==> src/design/bffl_pkg.sv <==
// Shared types and constants for the best-fit free-slot table.
package bffl_pkg;

  // Default number of table entries.
  localparam int unsigned TABLE_DEPTH_DEF = 16;

  // Command codes carried in the cmd field of an input word.
  localparam logic CMD_INSERT = 1'b0;
  localparam logic CMD_ALLOC  = 1'b1;

  // Input word: one command.
  typedef struct packed {
    logic        cmd;
    logic [15:0] size;
    logic [31:0] offset;
  } bffl_req_t;

  // Output word: one result.
  typedef struct packed {
    logic        found;
    logic [31:0] slot_offset;
    logic        overflow;
    logic [4:0]  free_count;
  } bffl_rsp_t;

  // Controller states.
  typedef enum logic {
    ST_IDLE,
    ST_EXEC
  } bffl_state_e;

  // Commands from the controller to the datapath.
  typedef struct packed {
    logic capture;
    logic apply;
  } bffl_ctrl_t;

endpackage

==> src/design/bffl_ctrl.sv <==
// Controller state machine that sequences one command through compare and update.
module bffl_ctrl (
  input  logic                clk_i,
  input  logic                rst_ni,
  input  logic                start,
  output logic                busy,
  output bffl_pkg::bffl_ctrl_t ctrl_o
);
  import bffl_pkg::*;

  bffl_state_e state_q, state_d;

  // Next-state logic.
  always_comb begin
    state_d = state_q;
    case (state_q)
      ST_IDLE: begin
        if (start) state_d = ST_EXEC;
      end
      ST_EXEC: state_d = ST_IDLE;
      default: state_d = ST_IDLE;
    endcase
  end

  // Output logic.
  always_comb begin
    busy           = 1'b0;
    ctrl_o.capture = 1'b0;
    ctrl_o.apply   = 1'b0;
    case (state_q)
      ST_IDLE: begin
        ctrl_o.capture = start;
      end
      ST_EXEC: begin
        busy         = 1'b1;
        ctrl_o.apply = 1'b1;
      end
      default: begin
        busy = 1'b0;
      end
    endcase
  end

  // State register.
  always_ff @(posedge clk_i or negedge rst_ni) begin
    if (!rst_ni) begin
      state_q <= ST_IDLE;
    end else begin
      state_q <= state_d;
    end
  end

endmodule

==> src/design/bffl_dpath.sv <==
// Datapath: a chain of slot cells with parallel compare, shift update and result register.
module bffl_dpath #(
  parameter int unsigned TableDepth = bffl_pkg::TABLE_DEPTH_DEF
) (
  input  logic                 clk_i,
  input  logic                 rst_ni,
  input  bffl_pkg::bffl_ctrl_t ctrl_i,
  input  bffl_pkg::bffl_req_t  req_i,
  output logic                 done_o,
  output bffl_pkg::bffl_rsp_t  rsp_o
);
  import bffl_pkg::*;

  localparam int unsigned CntW = $clog2(TableDepth + 1);

  // Slot cells; only entries below the count are ever meaningful.
  logic [15:0]           size_q [TableDepth];
  logic [31:0]           off_q  [TableDepth];
  logic [CntW-1:0]       count_q, count_d;

  // Latched command and per-cell match vector.
  logic                  cmd_q;
  logic [15:0]           sz_q;
  logic [31:0]           offin_q;
  logic [TableDepth-1:0] key_d, key_q;
  logic [TableDepth-1:0] first;

  logic                  full;
  logic                  found;
  logic [31:0]           take_off;
  bffl_rsp_t             rsp_d, rsp_q;
  logic                  done_q;

  // Per-cell compare. For insert a cell matches when it is empty or holds a
  // larger slot; for allocate when it is filled and large enough. The table is
  // sorted, so the insert vector is monotonic; allocate sets one contiguous run.
  for (genvar i = 0; i < TableDepth; i++) begin : g_key
    logic valid;
    assign valid = (CntW'(i) < count_q);
    assign key_d[i] = (req_i.cmd == CMD_INSERT) ? (!valid || (size_q[i] > req_i.size))
                                                : (valid && (size_q[i] >= req_i.size));
    if (i == 0) begin : g_first0
      assign first[i] = key_q[i];
    end else begin : g_firstn
      assign first[i] = key_q[i] && !key_q[i-1];
    end
  end

  assign full  = (count_q == CntW'(TableDepth));
  assign found = |key_q;

  // Offset of the first fitting cell.
  always_comb begin
    take_off = '0;
    for (int unsigned i = 0; i < TableDepth; i++) begin
      take_off = take_off | (first[i] ? off_q[i] : 32'd0);
    end
  end

  // Count update and result word.
  always_comb begin
    count_d = count_q;
    rsp_d   = '0;
    if (cmd_q == CMD_INSERT) begin
      rsp_d.overflow = full;
      if (!full) count_d = count_q + CntW'(1);
    end else begin
      rsp_d.found = found;
      if (found) begin
        rsp_d.slot_offset = take_off;
        count_d           = count_q - CntW'(1);
      end
    end
    rsp_d.free_count = 5'(count_d);
  end

  // Cell updates: insert shifts matching cells up by one and drops the new
  // slot into the first matching cell; allocate pulls the tail down over
  // the taken cell.
  for (genvar i = 0; i < TableDepth; i++) begin : g_cell
    always_ff @(posedge clk_i) begin
      if (ctrl_i.apply && key_q[i]) begin
        if (cmd_q == CMD_INSERT) begin
          if (!full) begin
            if (first[i]) begin
              size_q[i] <= sz_q;
              off_q[i]  <= offin_q;
            end else if (i > 0) begin
              size_q[i] <= size_q[(i > 0) ? i - 1 : 0];
              off_q[i]  <= off_q[(i > 0) ? i - 1 : 0];
            end
          end
        end else if (i < TableDepth - 1) begin
          size_q[i] <= size_q[(i < TableDepth - 1) ? i + 1 : i];
          off_q[i]  <= off_q[(i < TableDepth - 1) ? i + 1 : i];
        end
      end
    end
  end

  // Command latch, match vector and result register.
  always_ff @(posedge clk_i) begin
    if (ctrl_i.capture) begin
      cmd_q   <= req_i.cmd;
      sz_q    <= req_i.size;
      offin_q <= req_i.offset;
      key_q   <= key_d;
    end
    if (ctrl_i.apply) begin
      rsp_q <= rsp_d;
    end
  end

  // Control state: slot count and result strobe.
  always_ff @(posedge clk_i or negedge rst_ni) begin
    if (!rst_ni) begin
      count_q <= '0;
      done_q  <= 1'b0;
    end else begin
      done_q <= ctrl_i.apply;
      if (ctrl_i.apply) count_q <= count_d;
    end
  end

  assign done_o = done_q;
  assign rsp_o  = rsp_q;

endmodule

==> src/design/best_fit_free_list_unit.sv <==
// Best-fit free-slot table: an accepted start compares the request against every cell and
// latches the match vector; the update state then shifts the cells and loads the result.
// A new command is taken only while busy is low; busy is high during the update state.
// Each result is shown on done_o for one cycle; the receiver cannot stall it.
// Reset empties the table (count zero) and idles the controller; cell contents are not cleared.
module best_fit_free_list_unit #(
  parameter int unsigned TableDepth = bffl_pkg::TABLE_DEPTH_DEF
) (
  input  logic                clk_i,
  input  logic                rst_ni,
  input  logic                start,
  output logic                busy,
  input  bffl_pkg::bffl_req_t req_i,
  output logic                done_o,
  output bffl_pkg::bffl_rsp_t rsp_o
);
  import bffl_pkg::*;

  bffl_ctrl_t ctrl;

  // Sequencer.
  bffl_ctrl u_ctrl (
    .clk_i  (clk_i),
    .rst_ni (rst_ni),
    .start  (start),
    .busy   (busy),
    .ctrl_o (ctrl)
  );

  // Slot cells and result register.
  bffl_dpath #(
    .TableDepth (TableDepth)
  ) u_dpath (
    .clk_i  (clk_i),
    .rst_ni (rst_ni),
    .ctrl_i (ctrl),
    .req_i  (req_i),
    .done_o (done_o),
    .rsp_o  (rsp_o)
  );

endmodule

==> config.mk <==
export PLATFORM = sky130hd
export DESIGN_NAME = best_fit_free_list_unit
export DESIGN_NICKNAME = d
export VERILOG_FILES = /design/src/design/bffl_pkg.sv /design/src/design/bffl_ctrl.sv /design/src/design/bffl_dpath.sv /design/src/design/best_fit_free_list_unit.sv
export SDC_FILE = /design/constraint.sdc
export NUM_CORES = 2
export LEC_CHECK = 0
export BUFFER_PORTS_ARGS = -buffer_cell sky130_fd_sc_hd__buf_2
export CAP_MARGIN = 20
export CORE_ASPECT_RATIO = 1.5
export CORE_MARGIN = 2
export CORE_UTILIZATION = 45
export DETAILED_ROUTE_END_ITERATION = 8
export PLACE_DENSITY = 0.72
export SLEW_MARGIN = 20
export SYNTH_ARGS = -nofsm -noshare
export SYNTH_HDL_FRONTEND = slang
export SYNTH_SLANG_ARGS = --single-unit
==> constraint.sdc <==
create_clock -name clk_i -period 6.57 [get_ports clk_i]
set_clock_uncertainty 0.05 [all_clocks]
set_input_delay 0.3285 -clock clk_i [delete_from_list [all_inputs] [get_ports clk_i]]
set_output_delay 0.3285 -clock clk_i [all_outputs]
set_load 0.02 [all_outputs]
==> results.json <==
{
  "status": "finished with violations",
  "violations": "DRC",
  "port_buffers": 92,
  "vias": 40390,
  "tritoncts": "built",
  "worstRegToRegCells": 8,
  "max_stage_delay_ns": 0.92,
  "layout.cells.non_filler": 6042,
  "crit_family": "simple AND/OR/NAND/NOR gates",
  "ys_seq_area_share_pct": 51.21,
  "hold_end": "u_dpath.sz_q[0]$_DFFE_PP_",
  "nets": 4816,
  "fin_crit_ns": 3.949,
  "std_cell_rows": 152,
  "cp_slowest_cell": "nand3_4",
  "cellLeakagePower_nw": 21.64,
  "yosys-top-cells-area": "edfxtp_1, mux2i_1, ha_1",
  "route.detailed.drc": 2,
  "gr-total-overflow": 0,
  "die_area_mm2": 0.1172,
  "worst_ep_arrival_time_ns": 4.32,
  "io_pins": 93,
  "finalSetupViolations": 0,
  "grt_first_pass_wirelength_um": 263200,
  "hold_viol": 0,
  "holdPathStages": 1,
  "path_class": "flop to flop",
  "globalplace.congestion": 0.9529,
  "yosys-top-cells-count": "edfxtp_1, mux2i_1, nand2_1",
  "rrSetupSlack_ns": 2.62,
  "worstPathRequired_ns": 6.94,
  "ir_worst_vdd_v": 0.0002420,
  "synth_area_leader_cell": "edfxtp_1",
  "path_max_fanout": 37,
  "fmax_mhz": 253.3,
  "synth_most_common_cell": "edfxtp_1",
  "antenna_found_initial": 7,
  "syn_nets": 4884,
  "worstMarginPinSlew_ns": 1.209,
  "critPathBufInv": 2,
  "synth_ff_type": "edfxtp_1",
  "antenna_left": 0,
  "cp_cell_sequence": "inv_1 > ha_1 > nand4bb_4 > and3_2 > nand3_4 > buf_4 > mux2i_1 > o21ai_0",
  "syn_area_mm2": 0.05148,
  "synth_top_cell_area_share_pct": 50.87,
  "wirelength_um": 183600,
  "max_cap_violations": 0,
  "dpl.cell_count": 5826,
  "layout_worst_path_cycle_share_pct": 60.10,
  "n_fill_cell": 9944,
  "critPathLaunchType": "flop",
  "async_flop_share_pct": 0.7964,
  "cts.sinks": 879,
  "syn_area_per_cell_um2": 11.26,
  "min-delay-path-class": "input pin to flop",
  "clk_pin_slew_ns": 0.07,
  "slew_viol_final": 0,
  "h-tree-depth": 3,
  "p_per_area_mw_per_mm2": 291.7,
  "rsz0062_at_grt": "false",
  "layout-drive-gt1-share_pct": 9.613,
  "grt_max_degree": 70,
  "core_mm2": 0.1139,
  "synth_edf_count": 872,
  "initial_core_util_pct": 45.19,
  "cts_setup_buffers": 0,
  "viasPerCell": 6.685,
  "min_from": "req_i[32]",
  "timing.rr.start": "u_dpath.count_q[1]$_DFFE_PN0P_",
  "hpwl_um": 108700,
  "dieHeight_um": 418.2,
  "regToRegEndpoint": "u_dpath.off_q[1][80]$_DFFE_PP_",
  "grt_pass1_vias": 39450,
  "synth_cells": 4573,
  "area_growth_pct": 8.636,
  "die_w_um": 280.2,
  "clock_latency_ns": 0.72,
  "worstSetupEndpointType": "flop",
  "synth_warnings": 0,
  "ys_types": 70,
  "tns_ns": 0,
  "slew_headroom_pct": 19.32,
  "clockBufferDepth": 3,
  "initialDrtViolationCount": 5761,
  "drt_first_pass_iters": 9,
  "cts_buffers": 90,
  "yosys_register_bits": 879,
  "grt_use_total_pct": 30.71,
  "clockRootBuffer": "clkbuf_16",
  "avgRoutedWirePerCell_um": 30.39
}
## metal layers
| layer | share of wire, % | track usage (%) | up-vias |
|---|---|---|---|
| met5 | 0.022 | 0 | - |
| met4 | 9.5 | 25.80 | 6 |
| met3 | 10 | 6.125 | 876 |
| met2 | 46 | 48.95 | 2946 |
| met1 | 34 | 35.58 | 19360 |
| li1 | - | - | 17200 |
## where the power goes
group	internal, mW	total (mW)	switching (mW)
sequential	6.93	7.53	0.600
clock	2.88	5.25	2.37
combinational	1.14	3.54	2.40
## per-stage QoR
stage               cell area [µm²]  setup WS (ns)  util, %  total power [mW]  hold WS (ns)
floorplan                     51480          1.825        -             9.526      -0.01709
global placement              52530          2.454    46.11             10.88        0.1683
detailed placement            52550          2.295    46.13             10.97        0.1722
CTS                           55920          2.267    49.08             16.15       0.08564
global route                  55920          2.486    49.09             16.70        0.1256
finish                        55920          2.621    49.09             16.31        0.1400
## layout by cell type (no fill, tap or decap), types with 92 or more instances in the layout
cell      instances
buf_2            92
nor2_1          116
a21oi_1         153
a22oi_1         190
o21ai_0         414
mux2i_1         671
ha_1            259
edfxtp_1        872
nand2_1         670
o21ai_1         240
## cell families after synthesis
family	share of synthesized area [%]
AOI/OAI and AO/OA	13.81
xor gates and xnor gates	0.1021
muxes	15.12
adders and majority gates	6.295
buffers and inverters	4.346
DFF	51.21
and+or+nand+nor	9.112
## how the worst max path moves through the flow
stage                     depth (start not counted)  slack, ns                           start                              to
final                                             8       2.62  u_dpath.count_q[1]$_DFFE_PN0P_  u_dpath.off_q[1][80]$_DFFE_PP_
after global routing                              8       2.49  u_dpath.count_q[1]$_DFFE_PN0P_  u_dpath.off_q[1][89]$_DFFE_PP_
after CTS                                         8       2.27  u_dpath.count_q[1]$_DFFE_PN0P_  u_dpath.off_q[1][80]$_DFFE_PP_
after detailed placement                          8       2.30  u_dpath.count_q[1]$_DFFE_PN0P_  u_dpath.off_q[1][80]$_DFFE_PP_
after global placement                            8       2.45  u_dpath.count_q[1]$_DFFE_PN0P_  u_dpath.off_q[1][84]$_DFFE_PP_
after floorplan                                   2       1.83        u_ctrl.state_q$_DFF_PN0_         u_dpath.cmd_q$_DFFE_PP_
## layout make-up
| type | count | area [µm²] | share of cell area (%) |
|---|---|---|---|
| Sequential cell | 879 | 26360 | 47.14 |
| Antenna cell | 2 | 5.005 | 0.008949 |
| Inverter | 44 | 165.2 | 0.2953 |
| Timing Repair Buffer | 208 | 1469 | 2.627 |
| Clock inverter | 41 | 442.9 | 0.7920 |
| Clock buffer | 123 | 2426 | 4.338 |
| Multi-Input combinational cell | 3282 | 23220 | 41.52 |
| Tap cell | 1463 | 1831 | 3.273 |
## flip-flops by register name, indices dropped and copies added (netlist names)
name,cells
u_dpath.done_o,1
u_dpath.off_q,512
u_dpath.cmd_q,1
u_dpath.sz_q,16
u_dpath.key_q,16
u_dpath.count_q,5
u_dpath.size_q,256
u_dpath.rsp_o,39
u_dpath.offin_q,32
u_ctrl.state_q,1
## timing repair
action,4_1_cts,5_1_grt
hold endpoints to repair,55,0
endpoints found under the setup margin,0,0
gates resized for setup,0,0
hold buffers,50,0
## worst register-to-register path, delay by kind of cell (launching register included)
kind                       cells  cell delay [ns]
AOI/OAI and AO/OA              1             0.10
adders and majority gates      1             0.27
buffers and inverters          2             0.77
DFF                            1             0.61
muxes                          1             0.20
and+or+nand+nor                3             1.67
(Power assumes the default switching activity.)
